## config.mk

```make
export PLATFORM = sky130hd
export DESIGN_NAME = packed_argb_bilinear_upscale_unit
export DESIGN_NICKNAME = d
export VERILOG_FILES = /design/src/rtl/core/pabu_pkg.sv /design/src/rtl/core/packed_argb_bilinear_upscale_unit.sv /design/src/rtl/core/pabu_front.sv /design/src/rtl/core/pabu_queue.sv /design/src/rtl/core/pabu_blend.sv
export SDC_FILE = /design/constraint.sdc
export NUM_CORES = 2
export LEC_CHECK = 0
export BUFFER_PORTS_ARGS = -buffer_cell sky130_fd_sc_hd__buf_4
export CELL_PAD_IN_SITES_DETAIL_PLACEMENT = 1
export CELL_PAD_IN_SITES_GLOBAL_PLACEMENT = 2
export CORE_MARGIN = 3
export CORE_UTILIZATION = 48
export CTS_CLUSTER_SIZE = 8
export DETAILED_ROUTE_END_ITERATION = 7
export GPL_TIMING_DRIVEN = 0
export PLACE_DENSITY = 0.92
export SYNTH_ARGS = -nofsm -noshare
export SYNTH_HDL_FRONTEND = slang
export SYNTH_HIERARCHICAL = 1
export SYNTH_SLANG_ARGS = --single-unit
```

## constraint.sdc

```tcl
create_clock -name aclk -period 21.8 [get_ports aclk]
set_input_delay 2.18 -clock aclk [delete_from_list [all_inputs] [get_ports aclk]]
set_output_delay 2.18 -clock aclk [all_outputs]
set_load 0.005 [all_outputs]
```

## src/rtl/core/pabu_pkg.sv

```systemverilog
`timescale 1ns / 1ps
// ----------------------------------------------------------------------------
// pabu_pkg
// Types, constants and the packed two-channel blend for the ARGB 2x upscaler.
// ----------------------------------------------------------------------------
package pabu_pkg;

    localparam int unsigned MAX_WIDTH_DEF   = 2048;
    localparam int unsigned QUEUE_DEPTH_DEF = 4;

    localparam int unsigned PIX_W   = 32;
    localparam int unsigned COL_W   = 11;
    localparam int unsigned ROW_W   = 11;
    localparam int unsigned WGT_W   = 9;

    localparam logic [31:0]      MASK_AG      = 32'hff00ff00;
    localparam logic [31:0]      MASK_RB      = 32'h00ff00ff;
    localparam logic [23:0]      PAIR_MASK    = 24'hff00ff;
    localparam logic [WGT_W-1:0] WEIGHT_ONE   = 9'h100;
    localparam logic [WGT_W-1:0] WEIGHT_RESET = 9'd128;

    typedef struct packed {
        logic [PIX_W-1:0] upper_pixel;
        logic [PIX_W-1:0] lower_pixel;
        logic [ROW_W-1:0] row_index;
        logic             row_end;
    } pabu_in_t;

    typedef struct packed {
        logic [PIX_W-1:0] pixel;
        logic [COL_W-1:0] column;
        logic [ROW_W-1:0] row_out;
        logic             last;
    } pabu_out_t;

    // one quad to blend: left/right columns of the upper and lower rows
    typedef struct packed {
        logic [PIX_W-1:0] left_up;
        logic [PIX_W-1:0] right_up;
        logic [PIX_W-1:0] left_lo;
        logic [PIX_W-1:0] right_lo;
        logic [COL_W-1:0] column;
        logic [ROW_W-1:0] row_out;
        logic             last;
    } pabu_job_t;

    // A/G and R/B share one multiply each; lanes are 16 bits apart and a
    // lane sum never exceeds 255*256, so no carry crosses lanes.
    function automatic logic [31:0] mix_pair(input logic [31:0] a,
                                             input logic [31:0] b,
                                             input logic [WGT_W-1:0] w);
        logic [23:0]      ag0;
        logic [23:0]      rb0;
        logic [23:0]      ag1;
        logic [23:0]      rb1;
        logic [WGT_W-1:0] wn;
        logic [32:0]      ag_sum;
        logic [32:0]      rb_sum;
        logic [23:0]      ag;
        logic [23:0]      rb;
        ag0    = a[31:8] & PAIR_MASK;
        rb0    = a[23:0] & PAIR_MASK;
        ag1    = b[31:8] & PAIR_MASK;
        rb1    = b[23:0] & PAIR_MASK;
        wn     = WEIGHT_ONE - w;
        ag_sum = 33'(ag0 * w) + 33'(ag1 * wn);
        rb_sum = 33'(rb0 * w) + 33'(rb1 * wn);
        ag     = ag_sum[31:8] & PAIR_MASK;
        rb     = rb_sum[31:8] & PAIR_MASK;
        mix_pair = ({ag, 8'h00} & MASK_AG) | ({8'h00, rb} & MASK_RB);
    endfunction

endpackage

```

## src/rtl/core/packed_argb_bilinear_upscale_unit.sv

```systemverilog
`timescale 1ns / 1ps
// ----------------------------------------------------------------------------
// packed_argb_bilinear_upscale_unit
// 2x bilinear upscaler for packed ARGB8888 column pairs with a single programmable weight.
// ----------------------------------------------------------------------------
// Each input item is one source column (rows r and r+1). The block emits one
// value per 2x2 destination quad: column c-1 once column c arrives, and at
// row end also the last column blended with column 0 (flagged last). It
// takes one item per clock while each item yields at most one result and
// no stall occurs; a row-end item that yields two holds off the next item,
// as the job queue takes one job per cycle. A result passes the front's
// pending job register, queue, vertical-mix stage and horizontal-mix output
// register; a row end's second result follows the first. The weight is
// saturated to 256 and may only be written while the block is idle.
module packed_argb_bilinear_upscale_unit import pabu_pkg::*; #(
    parameter int unsigned MAX_WIDTH   = MAX_WIDTH_DEF,
    parameter int unsigned QUEUE_DEPTH = QUEUE_DEPTH_DEF
) (
    input  logic             aclk,
    input  logic             aresetn,
    input  logic             cfg_wr_en,
    input  logic [WGT_W-1:0] cfg_wr_data,
    input  logic             s_valid,
    output logic             s_ready,
    input  pabu_in_t         s_item,
    output logic             m_valid,
    input  logic             m_ready,
    output pabu_out_t        m_item
);

    logic [WGT_W-1:0] weight_reg, weight_next;
    logic [WGT_W-1:0] weight_sat;
    logic             fq_valid;
    logic             fq_ready;
    pabu_job_t        fq_job;
    logic             qb_valid;
    logic             qb_ready;
    pabu_job_t        qb_job;

    assign weight_next = cfg_wr_en ? cfg_wr_data : weight_reg;
    assign weight_sat  = (weight_reg > WEIGHT_ONE) ? WEIGHT_ONE : weight_reg;

    always_ff @(posedge aclk) begin
        if (!aresetn) begin
            weight_reg <= WEIGHT_RESET;
        end else begin
            weight_reg <= weight_next;
        end
    end

    pabu_front #(
        .MAX_WIDTH (MAX_WIDTH)
    ) u_front (
        .aclk      (aclk),
        .aresetn   (aresetn),
        .s_valid   (s_valid),
        .s_ready   (s_ready),
        .s_item    (s_item),
        .job_valid (fq_valid),
        .job_ready (fq_ready),
        .job       (fq_job)
    );

    pabu_queue #(
        .DEPTH (QUEUE_DEPTH)
    ) u_queue (
        .aclk     (aclk),
        .aresetn  (aresetn),
        .wr_valid (fq_valid),
        .wr_ready (fq_ready),
        .wr_job   (fq_job),
        .rd_valid (qb_valid),
        .rd_ready (qb_ready),
        .rd_job   (qb_job)
    );

    pabu_blend u_blend (
        .aclk      (aclk),
        .aresetn   (aresetn),
        .weight    (weight_sat),
        .job_valid (qb_valid),
        .job_ready (qb_ready),
        .job       (qb_job),
        .m_valid   (m_valid),
        .m_ready   (m_ready),
        .m_item    (m_item)
    );

endmodule

```

## src/rtl/core/pabu_front.sv

```systemverilog
`timescale 1ns / 1ps
// ----------------------------------------------------------------------------
// pabu_front
// Tracks the column position and previous/first column pairs, turns each
// input item into zero, one or two blend jobs and feeds them to the queue.
// ----------------------------------------------------------------------------
module pabu_front import pabu_pkg::*; #(
    parameter int unsigned MAX_WIDTH = MAX_WIDTH_DEF
) (
    input  logic      aclk,
    input  logic      aresetn,
    input  logic      s_valid,
    output logic      s_ready,
    input  pabu_in_t  s_item,
    output logic      job_valid,
    input  logic      job_ready,
    output pabu_job_t job
);

    localparam int unsigned CNT_W = (MAX_WIDTH > 1) ? $clog2(MAX_WIDTH) : 1;
    localparam logic [CNT_W-1:0] CNT_LAST = CNT_W'(MAX_WIDTH - 1);

    logic [CNT_W-1:0] cnt_reg,      cnt_next;
    logic [31:0]      prev_up_reg,  prev_up_next;
    logic [31:0]      prev_lo_reg,  prev_lo_next;
    logic [31:0]      first_up_reg, first_up_next;
    logic [31:0]      first_lo_reg, first_lo_next;
    logic [1:0]       pend_cnt_reg, pend_cnt_next;
    pabu_job_t        pend_a_reg,   pend_a_next;
    pabu_job_t        pend_b_reg,   pend_b_next;

    logic             accept;
    logic             push;
    logic             has_left;
    logic [31:0]      first_up_eff;
    logic [31:0]      first_lo_eff;
    logic [CNT_W-1:0] cnt_prev;
    logic [CNT_W+COL_W-1:0] col_cur_ext;
    logic [CNT_W+COL_W-1:0] col_prev_ext;
    pabu_job_t        job_left;
    pabu_job_t        job_end;

    assign push      = (pend_cnt_reg != 2'd0) && job_ready;
    assign s_ready   = (pend_cnt_reg == 2'd0) || ((pend_cnt_reg == 2'd1) && job_ready);
    assign accept    = s_valid && s_ready;
    assign job_valid = (pend_cnt_reg != 2'd0);
    assign job       = pend_a_reg;

    assign has_left     = (cnt_reg != '0);
    assign first_up_eff = has_left ? first_up_reg : s_item.upper_pixel;
    assign first_lo_eff = has_left ? first_lo_reg : s_item.lower_pixel;
    assign cnt_prev     = cnt_reg - CNT_W'(1);
    assign col_cur_ext  = {{COL_W{1'b0}}, cnt_reg};
    assign col_prev_ext = {{COL_W{1'b0}}, cnt_prev};

    always_comb begin
        job_left.left_up  = prev_up_reg;
        job_left.right_up = s_item.upper_pixel;
        job_left.left_lo  = prev_lo_reg;
        job_left.right_lo = s_item.lower_pixel;
        job_left.column   = col_prev_ext[COL_W-1:0];
        job_left.row_out  = s_item.row_index;
        job_left.last     = 1'b0;

        // row end wraps the right neighbour back to column 0
        job_end.left_up   = s_item.upper_pixel;
        job_end.right_up  = first_up_eff;
        job_end.left_lo   = s_item.lower_pixel;
        job_end.right_lo  = first_lo_eff;
        job_end.column    = col_cur_ext[COL_W-1:0];
        job_end.row_out   = s_item.row_index;
        job_end.last      = 1'b1;
    end

    always_comb begin
        cnt_next      = cnt_reg;
        prev_up_next  = prev_up_reg;
        prev_lo_next  = prev_lo_reg;
        first_up_next = first_up_reg;
        first_lo_next = first_lo_reg;
        pend_cnt_next = pend_cnt_reg;
        pend_a_next   = pend_a_reg;
        pend_b_next   = pend_b_reg;

        if (push) begin
            pend_a_next   = pend_b_reg;
            pend_cnt_next = pend_cnt_reg - 2'd1;
        end

        if (accept) begin
            prev_up_next = s_item.upper_pixel;
            prev_lo_next = s_item.lower_pixel;
            if (!has_left) begin
                first_up_next = s_item.upper_pixel;
                first_lo_next = s_item.lower_pixel;
            end
            if (s_item.row_end) begin
                cnt_next = '0;
            end else if (cnt_reg == CNT_LAST) begin
                cnt_next = '0;
            end else begin
                cnt_next = cnt_reg + CNT_W'(1);
            end
            pend_a_next   = has_left ? job_left : job_end;
            pend_b_next   = job_end;
            pend_cnt_next = {1'b0, has_left} + {1'b0, s_item.row_end};
        end
    end

    always_ff @(posedge aclk) begin
        if (!aresetn) begin
            cnt_reg      <= '0;
            prev_up_reg  <= '0;
            prev_lo_reg  <= '0;
            first_up_reg <= '0;
            first_lo_reg <= '0;
            pend_cnt_reg <= 2'd0;
        end else begin
            cnt_reg      <= cnt_next;
            prev_up_reg  <= prev_up_next;
            prev_lo_reg  <= prev_lo_next;
            first_up_reg <= first_up_next;
            first_lo_reg <= first_lo_next;
            pend_cnt_reg <= pend_cnt_next;
        end
    end

    always_ff @(posedge aclk) begin
        pend_a_reg <= pend_a_next;
        pend_b_reg <= pend_b_next;
    end

endmodule

```

## src/rtl/core/pabu_queue.sv

```systemverilog
`timescale 1ns / 1ps
// ----------------------------------------------------------------------------
// pabu_queue
// Short job queue that lets the front and the blend pipeline stall apart.
// ----------------------------------------------------------------------------
module pabu_queue import pabu_pkg::*; #(
    parameter int unsigned DEPTH = QUEUE_DEPTH_DEF
) (
    input  logic      aclk,
    input  logic      aresetn,
    input  logic      wr_valid,
    output logic      wr_ready,
    input  pabu_job_t wr_job,
    output logic      rd_valid,
    input  logic      rd_ready,
    output pabu_job_t rd_job
);

    localparam int unsigned PTR_W = (DEPTH > 1) ? $clog2(DEPTH) : 1;
    localparam int unsigned CNT_W = $clog2(DEPTH + 1);
    localparam logic [PTR_W-1:0] PTR_LAST = PTR_W'(DEPTH - 1);
    localparam logic [CNT_W-1:0] CNT_FULL = CNT_W'(DEPTH);

    pabu_job_t        slot_reg [DEPTH];
    logic [PTR_W-1:0] wr_ptr_reg, wr_ptr_next;
    logic [PTR_W-1:0] rd_ptr_reg, rd_ptr_next;
    logic [CNT_W-1:0] cnt_reg,    cnt_next;
    logic             do_wr;
    logic             do_rd;

    assign wr_ready = (cnt_reg != CNT_FULL);
    assign rd_valid = (cnt_reg != '0);
    assign rd_job   = slot_reg[rd_ptr_reg];
    assign do_wr    = wr_valid && wr_ready;
    assign do_rd    = rd_valid && rd_ready;

    always_comb begin
        wr_ptr_next = wr_ptr_reg;
        rd_ptr_next = rd_ptr_reg;
        cnt_next    = cnt_reg;
        if (do_wr) begin
            wr_ptr_next = (wr_ptr_reg == PTR_LAST) ? '0 : wr_ptr_reg + PTR_W'(1);
        end
        if (do_rd) begin
            rd_ptr_next = (rd_ptr_reg == PTR_LAST) ? '0 : rd_ptr_reg + PTR_W'(1);
        end
        case ({do_wr, do_rd})
            2'b10:   cnt_next = cnt_reg + CNT_W'(1);
            2'b01:   cnt_next = cnt_reg - CNT_W'(1);
            default: cnt_next = cnt_reg;
        endcase
    end

    always_ff @(posedge aclk) begin
        if (!aresetn) begin
            wr_ptr_reg <= '0;
            rd_ptr_reg <= '0;
            cnt_reg    <= '0;
        end else begin
            wr_ptr_reg <= wr_ptr_next;
            rd_ptr_reg <= rd_ptr_next;
            cnt_reg    <= cnt_next;
        end
    end

    always_ff @(posedge aclk) begin
        if (do_wr) begin
            slot_reg[wr_ptr_reg] <= wr_job;
        end
    end

endmodule

```

## src/rtl/core/pabu_blend.sv

```systemverilog
`timescale 1ns / 1ps
// ----------------------------------------------------------------------------
// pabu_blend
// Two-stage blend pipeline: vertical mixes of both columns, then the
// horizontal mix into the output register.
// ----------------------------------------------------------------------------
module pabu_blend import pabu_pkg::*; (
    input  logic             aclk,
    input  logic             aresetn,
    input  logic [WGT_W-1:0] weight,
    input  logic             job_valid,
    output logic             job_ready,
    input  pabu_job_t        job,
    output logic             m_valid,
    input  logic             m_ready,
    output pabu_out_t        m_item
);

    logic             v1_reg,   v1_next;
    logic [31:0]      s0_reg;
    logic [31:0]      s1_reg;
    logic [COL_W-1:0] col1_reg;
    logic [ROW_W-1:0] row1_reg;
    logic             last1_reg;
    logic             mv_reg,   mv_next;
    pabu_out_t        out_reg;
    logic             en_out;
    logic             en1;

    assign en_out    = !mv_reg || m_ready;
    assign en1       = !v1_reg || en_out;
    assign job_ready = en1;
    assign m_valid   = mv_reg;
    assign m_item    = out_reg;

    always_comb begin
        v1_next = v1_reg;
        mv_next = mv_reg;
        if (en1) begin
            v1_next = job_valid;
        end
        if (en_out) begin
            mv_next = v1_reg;
        end
    end

    always_ff @(posedge aclk) begin
        if (!aresetn) begin
            v1_reg <= 1'b0;
            mv_reg <= 1'b0;
        end else begin
            v1_reg <= v1_next;
            mv_reg <= mv_next;
        end
    end

    always_ff @(posedge aclk) begin
        if (en1) begin
            s0_reg    <= mix_pair(job.left_up, job.left_lo, weight);
            s1_reg    <= mix_pair(job.right_up, job.right_lo, weight);
            col1_reg  <= job.column;
            row1_reg  <= job.row_out;
            last1_reg <= job.last;
        end
        if (en_out) begin
            out_reg.pixel   <= mix_pair(s0_reg, s1_reg, weight);
            out_reg.column  <= col1_reg;
            out_reg.row_out <= row1_reg;
            out_reg.last    <= last1_reg;
        end
    end

endmodule
```

==> flow_summary.json <==
{
  "run_status": "complete, but fails checks",
  "violations_in_the_final_reports": "capacitance limit, slew limit",
  "synth.distinct_cells": 76,
  "clk_transition_reported_paths_ns": 0.06,
  "largest_net_degree_at_the_start_of_global_routing": 78,
  "share_of_yosys_cell_area_claimed_by_the_top_area_cell_type": 0.3130,
  "largest_reg_flops": 604,
  "placement.io_buffers": 144,
  "post-route-min-period_ns": 13.25,
  "drt_wl_total_um": 346700,
  "fmaxAchievable_mhz": 75.48,
  "clkLatencyLatePin_ns": 0.89,
  "rows": 167,
  "min-delay-path-class": "reg2reg",
  "report.final.setup_viol": 0,
  "critical_path_class": "reg2reg",
  "antenna_found_initial": 53,
  "multi_input_area_um2": 57220,
  "critical_path.startpoint_type": "flop",
  "cp_max_fo": 10,
  "cp_data_arrival_time_ns": 13.78,
  "syn_area_um2": 100500,
  "firstDrtPassIters": 6,
  "synth_sequential_area_ratio": 0.3451,
  "synth.most_common_cell": "inv_1",
  "drt_drc_violations_left": 0,
  "route.detailed.wl_per_inst_um": 27.78,
  "syn_area_per_cell_um2": 10.93,
  "cts_bufs_inserted": 175,
  "rsz0062_at_grt": "no",
  "finalNetCount": 11740,
  "max_cap_viol_count": 7,
  "initial_utilization": 0.4837,
  "pins_over_slew_limit": 69,
  "finalWeightedCongestion": 0.9493,
  "period_share": 0.6077,
  "postSynthNetCount": 11400,
  "post_route_cells_drive_above_1_share": 0.06370,
  "critPathCaptureType": "flop",
  "die_x_um": 463.5,
  "cts_tree": "built",
  "routed_via_density": 5.649,
  "crit_path_max_incr_delay_ns": 1.07,
  "drtAntennaViolNets": 0,
  "asyncSetResetFlopFracSynth": 0,
  "die_height_um": 463.5,
  "synth_edf_count": 1047,
  "critical-path-slowest-cell": "clkbuf_1",
  "tritoncts_num_sinks": 1208,
  "synth-warning-count": 6,
  "finalHoldViolCount": 0,
  "core_region_area_um2": 207700,
  "post-cts-setup-buffer-count": 0,
  "clock-root-buffer": "clkbuf_16",
  "fill_cells": 22380,
  "gr_overflow_total": 0,
  "postCtsHoldBufs": 0,
  "flow.area_growth_from_synthesis_pct": 10.57,
  "synth_largest_area_cell": "edfxtp_1",
  "post_cts_resized": 0,
  "slew-limit-headroom": -0.04594,
  "cts_buffer_depth": 3,
  "worst_pin_slew_ns": 1.569,
  "critPathRequiredTime_ns": 22.33,
  "sum_of_negative_setup_slack_ns": 0,
  "design.die.area_um2": 214800,
  "detailroute.via_count": 70500,
  "yosys-top-cells-count": "1,772 x inv_1, 1,623 x nand2_1, 1,303 x fa_1, 1,047 x edfxtp_1, 822 x ha_1",
  "finalClockSkew_ns": 0.1195,
  "cpMostUsedCell": "fa_1",
  "num_io_pins": 147,
  "synth.area.top_cells": "edfxtp_1 31%, fa_1 26%, ha_1 10%, inv_1 6.6%, nand2_1 6.1%",
  "global_route.usage.total": 0.3249,
  "cts_max_level": 4,
  "detailed_place_hpwl_um": 260000,
  "ys.flop_type": "edfxtp_1",
  "drtIter0Drc": 5821,
  "synth-seq-cells": 1208,
  "grt_pass1_vias": 78770,
  "area.sequential_um2": 34660,
  "synth_cells": 9188,
  "global_route_wire_length_before_repair_um": 513000
}
==> through the flow <==
stage                     utilization  hold WS, ns  cells  worst slack [ns]  area, µm²
after floorplan                     -       0.4003   9188             13.38     100500
after global placement         0.5057       0.4066  12120             8.423     105000
after detailed placement       0.5081       0.4059  12140             8.942     105500
after CTS                      0.5343       0.3337  12440             8.866     111000
after global routing           0.5343       0.3398  12440             8.466     111000
final                          0.5348       0.3413  12480             8.552     111100
==> routing by layer <==
layer,part of all wire,vias to the layer above,global-route usage
met5,0.00073,-,0
met4,0.058,40,0.1755
met3,0.078,851,0.06612
met2,0.48,2966,0.5407
met1,0.38,37010,0.3984
li1,-,29640,-
==> worst max-delay path, delay by kind of cell (launching register included) <==
kind | cells | cell delay, ns
xor gates and xnor gates | 2 | 0.68
DFF | 1 | 0.40
buffers and inverters | 10 | 5.22
AOI/OAI and AO/OA | 6 | 1.88
adders and majority gates | 8 | 3.51
and+or+nand+nor | 4 | 1.13
==> kinds of logic after synthesis <==
group,count (synthesis),synth area share
adders and majority gates,2125,0.3621
buffers and inverters,2245,0.08557
AOI/OAI and AO/OA,551,0.03216
DFF,1208,0.3451
muxes,164,0.03516
xor gates and xnor gates,162,0.01446
and+or+nand+nor,2733,0.1255
==> cell usage in the layout, fill, tap and decap left out, drive strengths merged, types with 31 or more instances in the layout <==
master,n
a21oi,214
a31oi,75
and2,713
buf,348
clkbuf,562
dfxtp,161
diode,38
edfxtp,1047
fa,1303
ha,822
inv,1774
mux4,151
nand2,1624
nand3,99
nor2,135
nor3,31
o21ai,133
xnor2,113
xor2,49
==> final cells by class <==
class                      instances  share of cell area
clock buffer                     277             0.04305
antenna                           38           0.0008561
tap                             2788             0.03141
timing repair buffer             162             0.01381
clock inverter                    28            0.005970
sequential                      1208              0.3121
multi-input combinational       5735              0.5152
inverter                        1774             0.06004
buffer                           471             0.01761
==> worst paths after layout <==
check | slack, ns | depth (start not counted) | end | startpoint
hold reg to reg | 0.34 | 0 | u_blend/m_item[19] | u_blend/col1_reg[7]
hold / removal | 0.34 | 0 | u_blend/m_item[19] | u_blend/col1_reg[7]
setup / recovery | 8.55 | 30 | u_blend/s1_reg[23] | weight_reg[8]
setup reg to reg | 8.55 | 30 | u_blend/s1_reg[23] | weight_reg[8]
Power is left out: the tool's default activity adds up to more than one toggle a clock period on the data nets, which glitch-free logic cannot reach.
